### config.mk
export PLATFORM = sky130hd
export DESIGN_NAME = bhsa_ctrl
export DESIGN_NICKNAME = d
export VERILOG_FILES = /design/src/rtl/bhsa_pkg.sv /design/src/rtl/bhsa_ctrl.sv
export SDC_FILE = /design/constraint.sdc
export NUM_CORES = 1
export LEC_CHECK = 0
export BUFFER_PORTS_ARGS = -buffer_cell sky130_fd_sc_hd__buf_2
export CAP_MARGIN = 20
export CORE_AREA = 2 2 39 41
export CTS_BUF_LIST = sky130_fd_sc_hd__clkbuf_2
export DETAILED_ROUTE_END_ITERATION = 10
export DIE_AREA = 0 0 41 43
export GPL_ROUTABILITY_DRIVEN = 0
export SLEW_MARGIN = 20
export SYNTH_ARGS = -nofsm -noshare
export SYNTH_HDL_FRONTEND = slang
export SYNTH_SLANG_ARGS = --single-unit
### constraint.sdc
create_clock -name clk -period 1.4 [get_ports clk]
set_clock_uncertainty 0.15 [all_clocks]
set_input_delay 0.28 -clock clk [delete_from_list [all_inputs] [get_ports clk]]
set_output_delay 0.28 -clock clk [all_outputs]
set_load 0.05 [all_outputs]
### src/rtl/bhsa_pkg.sv
// ============================================================================
// bhsa_pkg: shared types and constants of the harmonic-sum accumulator
// Holds bin tables, CORDIC angle constants, controller states and the
// command/status structs between the controller and the datapath.
// ============================================================================
package bhsa_pkg;

  localparam int PT_BINS_DEF   = 20;
  localparam int ETA_BINS_DEF  = 12;
  localparam int CENT_BINS_DEF = 200;
  localparam int ACC_WIDTH_DEF = 48;

  localparam int PT_EDGE_NUM   = 21;
  localparam int CORDIC_STEPS  = 16;
  localparam int ETA_OFFSET    = 2400;
  localparam int ETA_STEP      = 400;

  localparam logic signed [11:0] MIN_AZ_RST = -12'sd960;
  localparam logic signed [11:0] MAX_AZ_RST = 12'sd960;

  localparam logic CFG_MIN_AZ = 1'b0;
  localparam logic CFG_MAX_AZ = 1'b1;

  localparam logic ACT_ACCUM = 1'b0;
  localparam logic ACT_READ  = 1'b1;

  function automatic logic [16:0] pt_edge(input logic [4:0] k);
    logic [16:0] e;
    case (k)
      5'd0:  e = 17'd30;
      5'd1:  e = 17'd40;
      5'd2:  e = 17'd50;
      5'd3:  e = 17'd60;
      5'd4:  e = 17'd80;
      5'd5:  e = 17'd100;
      5'd6:  e = 17'd125;
      5'd7:  e = 17'd150;
      5'd8:  e = 17'd200;
      5'd9:  e = 17'd250;
      5'd10: e = 17'd300;
      5'd11: e = 17'd350;
      5'd12: e = 17'd400;
      5'd13: e = 17'd500;
      5'd14: e = 17'd600;
      5'd15: e = 17'd700;
      5'd16: e = 17'd800;
      5'd17: e = 17'd1000;
      5'd18: e = 17'd1200;
      5'd19: e = 17'd1400;
      default: e = 17'd100000;
    endcase
    return e;
  endfunction

  function automatic logic [21:0] cordic_atan(input logic [3:0] i);
    logic [21:0] a;
    case (i)
      4'd0:  a = 22'd2097152;
      4'd1:  a = 22'd1238021;
      4'd2:  a = 22'd654136;
      4'd3:  a = 22'd332050;
      4'd4:  a = 22'd166669;
      4'd5:  a = 22'd83416;
      4'd6:  a = 22'd41718;
      4'd7:  a = 22'd20860;
      4'd8:  a = 22'd10430;
      4'd9:  a = 22'd5215;
      4'd10: a = 22'd2608;
      4'd11: a = 22'd1304;
      4'd12: a = 22'd652;
      4'd13: a = 22'd326;
      4'd14: a = 22'd163;
      default: a = 22'd81;
    endcase
    return a;
  endfunction

  typedef enum logic [3:0] {
    ST_CLEAR,
    ST_IDLE,
    ST_BIN,
    ST_IDX,
    ST_CORDIC,
    ST_MUL,
    ST_RD,
    ST_ADD,
    ST_OUT
  } state_t;

  typedef struct packed {
    logic clear_step;   // write zero at clear address, advance
    logic load;         // capture input word
    logic calc_idx;     // register pt/eta bins and vertex-window check
    logic cordic_init;
    logic cordic_step;
    logic mul;
    logic rd;           // issue store read
    logic add;          // saturating add and write back, or latch read data
    logic out_load;     // load output register
  } cmd_t;

  typedef struct packed {
    logic clear_done;
    logic cordic_done;
    logic is_read;
    logic ok;
  } stat_t;

endpackage

### src/rtl/bhsa_ctrl.sv
// ============================================================================
// bhsa_ctrl: sequencing controller
// Runs the clearing pass after reset, then steps each word through binning,
// CORDIC, multiply, read-modify-write and output; reads and rejects skip some.
// ============================================================================
module bhsa_ctrl (
  input  logic             clk,
  input  logic             rst_n,
  input  logic             in_fire,
  input  logic             out_busy,
  input  bhsa_pkg::stat_t  stat,
  output logic             in_ready,
  output bhsa_pkg::cmd_t   cmd
);

  bhsa_pkg::state_t state_r, state_nxt;

  always_ff @(posedge clk) begin
    if (!rst_n) begin
      state_r <= bhsa_pkg::ST_CLEAR;
    end else begin
      state_r <= state_nxt;
    end
  end

  always_comb begin
    state_nxt = state_r;
    case (state_r)
      bhsa_pkg::ST_CLEAR:  if (stat.clear_done) state_nxt = bhsa_pkg::ST_IDLE;
      bhsa_pkg::ST_IDLE:   if (in_fire) state_nxt = bhsa_pkg::ST_BIN;
      bhsa_pkg::ST_BIN:    state_nxt = bhsa_pkg::ST_IDX;
      bhsa_pkg::ST_IDX: begin
        if (stat.is_read) state_nxt = stat.ok ? bhsa_pkg::ST_RD : bhsa_pkg::ST_OUT;
        else if (stat.ok) state_nxt = bhsa_pkg::ST_CORDIC;
        else state_nxt = bhsa_pkg::ST_OUT;
      end
      bhsa_pkg::ST_CORDIC: if (stat.cordic_done) state_nxt = bhsa_pkg::ST_MUL;
      bhsa_pkg::ST_MUL:    state_nxt = bhsa_pkg::ST_RD;
      bhsa_pkg::ST_RD:     state_nxt = bhsa_pkg::ST_ADD;
      bhsa_pkg::ST_ADD:    state_nxt = bhsa_pkg::ST_OUT;
      bhsa_pkg::ST_OUT:    if (!out_busy) state_nxt = bhsa_pkg::ST_IDLE;
      default:             state_nxt = bhsa_pkg::ST_IDLE;
    endcase
  end

  always_comb begin
    cmd = '0;
    in_ready = 1'b0;
    case (state_r)
      bhsa_pkg::ST_CLEAR:  cmd.clear_step = 1'b1;
      bhsa_pkg::ST_IDLE: begin
        in_ready = 1'b1;
        cmd.load = 1'b1;
      end
      bhsa_pkg::ST_BIN:    cmd.calc_idx = 1'b1;
      bhsa_pkg::ST_IDX:    cmd.cordic_init = 1'b1;
      bhsa_pkg::ST_CORDIC: cmd.cordic_step = 1'b1;
      bhsa_pkg::ST_MUL:    cmd.mul = 1'b1;
      bhsa_pkg::ST_RD:     cmd.rd = 1'b1;
      bhsa_pkg::ST_ADD:    cmd.add = 1'b1;
      bhsa_pkg::ST_OUT:    cmd.out_load = !out_busy;
      default: ;
    endcase
  end

  a_clear_no_ready: assert property (@(posedge clk) disable iff (!rst_n)
    (state_r == bhsa_pkg::ST_CLEAR) |-> !in_ready)
    else $error("input taken during clearing pass");
  a_out_one: assert property (@(posedge clk) disable iff (!rst_n)
    cmd.out_load |=> (state_r == bhsa_pkg::ST_IDLE))
    else $error("output load not followed by idle");
  a_add_after_rd: assert property (@(posedge clk) disable iff (!rst_n)
    cmd.add |-> $past(cmd.rd))
    else $error("add without read");

endmodule

* Word-level counts from Yosys, hierarchy flattened *
Index checks and enable logic that the tools add are counted.

storage, ports and cells
  register bits after elaboration = 4
  bits in latches = 0
  RAM bits = 0
  ROM bits = 0
  input bits = 8
  output and inout port bits = 10
  memories kept = 0

cells by class
  $add $sub $neg = 0
  multipliers = 0
  div/mod/pow operators = 0
  order comparisons = 0
  equal/unequal tests = 12
  shifts and indexed selects = 0
  mux-type cells = 17
  bitwise logic cells = 0
  reductions and logical operators = 3

operators by type and width
  cell                number
  $pmux 4 s9          1
  $mux 4              7
  $eq 4x3->1 const B  4
  $mux 1              9
  $eq 4x2->1 const B  2
  $ne 2x2->1 const B  4
  $eq 4x1->1 const B  1
  $eq 4x4->1 const B  1
  $logic_not 4->1     1
  $reduce_and 4->1    1
  $logic_not 1->1     1

* Logic depth before layout (Yosys ltp) *
Gate-level depths: netlist of the first run.

  depth after elaboration = 3
  mapped depth = 4

* Worst setup path before layout of the first run *
Ideal clock, no wire load.

  path type = reg2out
  from = register state_r[3]
  to = output cmd[0] in the netlist's numbering
  arrival = 2.004 ns
  setup slack = -1.034 ns
  stages on the path, launching flop included = 4
  cells stage by stage = dfxtp_1 -> buf_2 -> nand2b_1 -> nor4_1

RTL lines
  element                   RTL line         text
  start: declaration        bhsa_ctrl.sv:16  bhsa_pkg::state_t state_r, state_nxt;
  start signal: assignment  bhsa_ctrl.sv:20  state_r <= bhsa_pkg::ST_CLEAR;
  start signal: assignment  bhsa_ctrl.sv:22  state_r <= state_nxt;
  end: declaration          bhsa_ctrl.sv:13  output bhsa_pkg::cmd_t cmd

==> summary.txt, run 1 <==
Logic synthesis
  – FF+latch count, synth: 4
  – Synth unique cells: 30
  – Ys async rst share: 0%
  – Area contributors post-synth: dfxtp_1 (21%), nand2b_1 (6.5%), nor3_1 (6.5%)
  – Syn_area_per_cell: 8.25 sq um
  – Synth top area share: 20.6%
  – Primary FF master, synth: dfxtp_1
  – Warning count from the yosys run: 0
  – Dominant cell type by area after synthesis: dfxtp_1
  – Post-synth top cells: nor3_1 (5), dfxtp_1 (4), nand2b_1 (4)
  – Cells after synthesis: 47
  – Post-synth EDFFs: 0
  – Sequential share of the synthesized area: 20.6%
  – Synthesized area: 388 sq um
  – Net Count, Synth: 55
  – Count leader, synth: nor3_1

Power and ir drop
  – Internal power: 0.311 mW
  – Sw Ratio: 42.8%
  – Flop pwr share: 26.3%
  – Combinational power share: 54.4%
  – Power Density: 663 mW/mm^2
  – Static Leak: 0.341 nW
  – Switching power of the nets: 0.233 mW
  – Clock power share: 19.3%
  – Max IR drop VDD: 0.455 mV

Clock tree
  – Number of buffers created by CTS: 3
  – Clock Sinks: 4
  – H-tree depth: 1
  – Clock Tree Buf Depth: 2
  – Clock transition at the registers of the reported paths: 0.05 ns
  – Root Driver: clkbuf_2
  – Later-pin clock latency in the skew report: 0.21 ns
  – CTS tree: built
  – CTS Hold Bufs: 0

Hold path
  – Hold WC Path Type: in -> reg

Drt
  – Routed Antenna Nets: 0
  – Drt first pass iters: 2
  – Routed wire length: 1310 um
  – Drc violations: 0
  – Via count: 477
  – Vias/cell: 5.13
  – Initial DRC count: 8
  – WL/cell: 14.0 um

Floorplanning
  – Die area: 0.00176 sq mm
  – Die W: 41 um
  – # IOs: 18
  – Die height: 43 um
  – Core box area: 0.00138 sq mm
  – Cell Rows: 14
  – Initial core utilization: 28.0%

Status
  – Status: finished with violations
  – Violated checks: setup timing

Placed design
  – Area of placed instances: 633 sq um
  – # port buffers: 17
  – Placed insts: 88
  – Dpl hpwl: 879 um

Worst setup path
  – Startpoint Class: register
  – Setup CP Type: reg -> out
  – Slowest CP cell: dfxtp_4
  – Worst-path fanout max: 6
  – FF-to-FF setup slack: 0.01 ns
  – Crit end category: output port
  – Critical Path AT: 1.18 ns
  – Cell Chain, Critical Path: or2b_4, nor3_4, buf_6
  – Worst Path Required: 0.97 ns
  – CP peak stage delay: 0.37 ns

Global route
  – Initial antenna violation count: 0
  – Met3 Use GR: 1.57%
  – Met2 usage: 25.6%
  – GRT Residual Overflow: 0
  – GRT busiest layer: met2
  – Total Routing Usage GR: 16.9%
  – Vias in the first global route: 432
  – First-pass GRT wire length: 1990 um
  – Met1 Use GR: 22.1%
  – Pin count of the biggest net entering global routing: 9

Cells and area
  – Share of cells above drive strength 1: 77.9%
  – Biggest regs: state_r (4)
  – Fin cells: 93
  – Max FFs per register: 4
  – Fill cells: 119
  – # diodes: 0
  – Final Instance Area: 821 sq um
  – Nets: 87
  – Area Growth Syn to Fin: 112%
  – Top reg by flops: state_r

Timing
  – Rel. slew slack: 79.5%
  – Peak Freq: 0.623 GHz
  – Setup tns final: -1.41 ns
  – Worst-Margin Slew: 0.307 ns
  – Final Worst Setup Slack: -0.206 ns
  – RSZ-0062 raised after global routing: true
  – Final Hold Violating Endpoints: 0
  – Endpoints failing setup: 10
  – Post-layout min period: 1.61 ns
  – Final Cycle Share: 115%
  – Max Slew Vio Count: 0

Flow run
  – # Max-Cap Violations: 0
==> layout by cell type, fill, tap and decap left out, types with 2 or more instances in the layout <==
| cell | instances |
|---|---|
| buf_2 | 7 |
| buf_4 | 9 |
| buf_6 | 15 |
| clkbuf_2 | 3 |
| dfxtp_4 | 4 |
| nand2_1 | 2 |
| nand2b_1 | 2 |
| nand2b_4 | 2 |
| nor2_4 | 3 |
| nor3_4 | 4 |
| nor4_4 | 2 |
==> final timing paths <==
kind	startpoint	cells after the start	to
setup / recovery	state_r[0]	3	cmd[4]
hold / removal	rst_n	3	state_r[3]
setup reg to reg	state_r[0]	4	state_r[2]
hold reg to reg	state_r[3]	3	state_r[3]
==> timing repair <==
action,CTS,global route
pin swaps,3,4
buffers inserted,2,0
setup endpoints to repair,13,12
gates resized for setup,34,10
==> per-layer routing <==
layer / wire [um] / up-vias
met2: 703 / 9
met5: 0 / -
met3: 37 / 2
li1: - / 238
met1: 550 / 228
met4: 15 / 0
==> critical path, delay by kind of cell (launching register included) <==
kind	cells	cell delay (ns)
flops	1	0.37
buf+inv	1	0.18
simple gates	2	0.42
==> logic make-up after synthesis <==
group                  synth area share (%)
and+or+nand+nor                        45.2
AOI/OAI and AO/OA                      19.7
buffers and inverters                  11.9
DFF                                    20.6
muxes                                  2.58
==> stage by stage <==
| stage | power, mW | setup slack [ns] | hold slack, ns | util (%) |
|---|---|---|---|---|
| after floorplan | 0.323 | -0.387 | 0.284 | - |
| after global placement | 0.375 | -0.0534 | 0.461 | 45.8 |
| after detailed placement | 0.379 | -0.0763 | 0.466 | 45.8 |
| after CTS | 0.543 | -0.215 | 0.227 | 56.1 |
| after global routing | 0.584 | -0.279 | 0.229 | 59.3 |
| final | 0.544 | -0.206 | 0.245 | 59.3 |
==> power groups by stage <==
| stage | Clock, mW | Combinational, mW | Sequential [mW] |
|---|---|---|---|
| finish | 0.105 | 0.296 | 0.143 |
| global route | 0.127 | 0.313 | 0.144 |
| CTS | 0.112 | 0.288 | 0.143 |
| detailed placement | 0 | 0.232 | 0.146 |
| global placement | 0 | 0.230 | 0.145 |
| floorplan | 0 | 0.191 | 0.133 |
==> layout make-up <==
cell class | count | area, sq um | area share, %
tap | 16 | 20.0 | 2.44
timing repair buffer | 32 | 287 | 34.9
sequential | 4 | 95.1 | 11.6
multi-input combinational | 37 | 400 | 48.8
clock buffer | 3 | 15.0 | 1.83
inverter | 1 | 3.75 | 0.457
Power figures use the tool's default switching activity.
==> run 2: changes to the inputs <==
==> constraint.sdc (replaced) <==
create_clock -name clk -period 1.8 [get_ports clk]
set_clock_uncertainty 0.15 [all_clocks]
set_input_delay 0.36 -clock clk [delete_from_list [all_inputs] [get_ports clk]]
set_output_delay 0.36 -clock clk [all_outputs]
set_load 0.05 [all_outputs]
==> summary.txt, run 2 (synthesis results as in run 1) <==
Worst setup path
  – Worst R2R Path Depth: 4 (unchanged)
  – Worst R2R End: state_r[0]
  – Reg2reg start: state_r[3]
  – Worst Path Required: 1.29 ns (+0.32 ns)
  – Cell Chain, Critical Path: or2b_4, nor3_2, buf_6
  – FF-to-FF setup slack: 0.43 ns (+0.42 ns)
  – Slowest CP cell: dfxtp_4
  – Startpoint Class: register
  – Crit end category: output port
  – Setup CP Type: reg -> out
  – CP peak stage delay: 0.38 ns (about the same)
  – Worst-path fanout max: 8 (+2)
  – Critical Path AT: 1.23 ns (+0.05 ns)

Clock tree
  – Later-pin clock latency in the skew report: 0.23 ns (+0.02 ns)
  – Clock Sinks: 4 (unchanged)
  – Root Driver: clkbuf_2
  – Number of buffers created by CTS: 3 (unchanged)
  – H-tree depth: 1 (unchanged)
  – Clock Tree Buf Depth: 2 (unchanged)
  – Clock transition at the registers of the reported paths: 0.05 ns (about the same)
  – CTS Hold Bufs: 0 (unchanged)
  – CTS tree: built

Global route
  – Vias in the first global route: 375 (-13%)
  – Pin count of the biggest net entering global routing: 13 (+4)
  – Initial antenna violation count: 0 (unchanged)
  – First-pass GRT wire length: 1640 um (-17%)
  – Total Routing Usage GR: 14.7% (-2.2 points)
  – GRT Residual Overflow: 0 (unchanged)

Cells and area
  – Max FFs per register: 4 (unchanged)
  – Top reg by flops: state_r
  – Commonest non-fill, non-tap cell in the layout: buf_4
  – Leading cell types in the layout, fill and taps excluded: buf_4 (14), buf_2 (7), nor2_2 (4)
  – Fill cells: 132 (+11%)
  – # diodes: 0 (unchanged)
  – Register area: 86.3 sq um (-9.2%)
  – Biggest regs: state_r (4)
  – Util after Layout: 45.7% (-14 points)
  – Fin cells: 86 (-7.5%)
  – Footprint of the multi-input gates: 325 sq um (-19%)
  – Nets: 80 (-8.0%)
  – Share of cells above drive strength 1: 68.6% (-9.4 points)
  – Area Growth Syn to Fin: 62.9%

Drt
  – WL met3: 55 um (+49%)
  – Vias/cell: 5.09 (-0.70%)
  – Max layer used: met4
  – Routed Antenna Nets: 0 (unchanged)
  – Drc violations: 0 (unchanged)
  – Drt first pass iters: 4 (+2)
  – Met2 WL post-DR: 464 um (-34%)
  – Routed wire length: 1000 um (-23%)
  – M1 wire length: 446 um (-19%)
  – Initial DRC count: 8 (unchanged)
  – WL/cell: 11.7 um (-17%)
  – Via count: 438 (-8.2%)

Flow run
  – # Max-Cap Violations: 0 (unchanged)

Timing
  – Post-layout min period: 1.74 ns
  – Final Cycle Share: 96.6%
  – Endpoints failing setup: 0 (-10)
  – Worst-Margin Slew: 0.247 ns (-0.0606 ns)
  – RSZ-0062 raised after global routing: true
  – Peak Freq: 0.575 GHz
  – Final Worst Setup Slack: 0.0613 ns (+0.267 ns)
  – Max Slew Vio Count: 0 (unchanged)
  – Rel. slew slack: 83.5% (+4.0 points)
  – Hold_ws: 0.281 ns (+0.0366 ns)
  – Final Hold Violating Endpoints: 0 (unchanged)
  – Setup tns final: 0 ns (+1.41 ns)

Power and ir drop
  – Combinational power share: 48.2% (-6.2 points)
  – Clock power share: 24.1% (+4.8 points)
  – Switching power of the nets: 0.167 mW (-28%)
  – Static Leak: 0.282 nW (-17%)
  – Flop pwr share: 27.7% (+1.4 points)
  – Sw Ratio: 44.0% (+1.1 points)
  – Power Density: 601 mW/mm^2 (-9.3%)
  – Max IR drop VDD: 0.238 mV (-48%)
  – Internal power: 0.213 mW (-32%)

Placed design
  – # port buffers: 17 (unchanged)
  – Dpl hpwl: 735 um (-16%)
  – Pre-CTS setup slack: 0.151 ns (+0.227 ns)
  – Placed insts: 82 (-6.8%)

Floorplanning
  – Initial core utilization: 28.0% (unchanged)
  – Die height: 43 um (unchanged)
  – Core box area: 0.00138 sq mm (unchanged)
  – # IOs: 18 (unchanged)
  – Die W: 41 um (unchanged)
  – Die area: 0.00176 sq mm (unchanged)
  – Cell Rows: 14 (unchanged)

Hold path
  – Worst Hold Endpoint: state_r[0]
  – Hold WC Path Type: in -> reg
  – Hold Crit Start: rst_n
  – Worst hold stages: 2 (-1)

Status
  – Status: finished clean
run 2: final cells by class:
class | instances | share of cell area [%]
Clock buffer | 3 | 2.38
Inverter | 1 | 0.594
Multi-Input combinational cell | 37 | 51.5
Sequential cell | 4 | 13.7
Tap cell | 16 | 3.17
Timing Repair Buffer | 25 | 28.7
run 2: power groups by stage:
stage	Combinational (mW)	Clock [mW]	Sequential, mW
floorplan	0.141	0	0.102
global placement	0.167	0	0.108
detailed placement	0.167	0	0.108
CTS	0.169	0.0951	0.106
global route	0.196	0.103	0.107
finish	0.183	0.0915	0.105
run 2: what timing repair did:
item | CTS | global route
gates resized for setup | 9 | 14
setup buffers | 0 | 1
endpoints found under the setup margin | 9 | 10
run 2: worst max-delay path: cells and delay by family (launching register included):
kind	cells	cell delay, ns
buffers and inverters	1	0.18
DFF	1	0.38
and+or+nand+nor	2	0.43
run 2: how the worst max path moves through the flow:
stage | startpoint | endpoint | cells past startpoint
2_1_floorplan | state_r[3] | cmd[0] | 3
3_3_place_gp | state_r[2] | cmd[4] | 3
3_5_place_dp | state_r[2] | cmd[4] | 3
4_1_cts | state_r[1] | cmd[5] | 4
5_1_grt | state_r[1] | cmd[7] | 4
6_report | state_r[2] | cmd[4] | 3
run 2: metal layers:
layer / vias up / global-route usage [%]
li1: 226 / -
met1: 197 / 17.6
met2: 11 / 18.4
met3: 4 / 6.28
met4: 0 / 14.0
met5: - / 0
run 2: through the flow:
stage	instance area [sq um]	total power, mW
finish	632	0.380
detailed placement	562	0.274
floorplan	450	0.243
global placement	562	0.275
CTS	599	0.370
global route	632	0.406
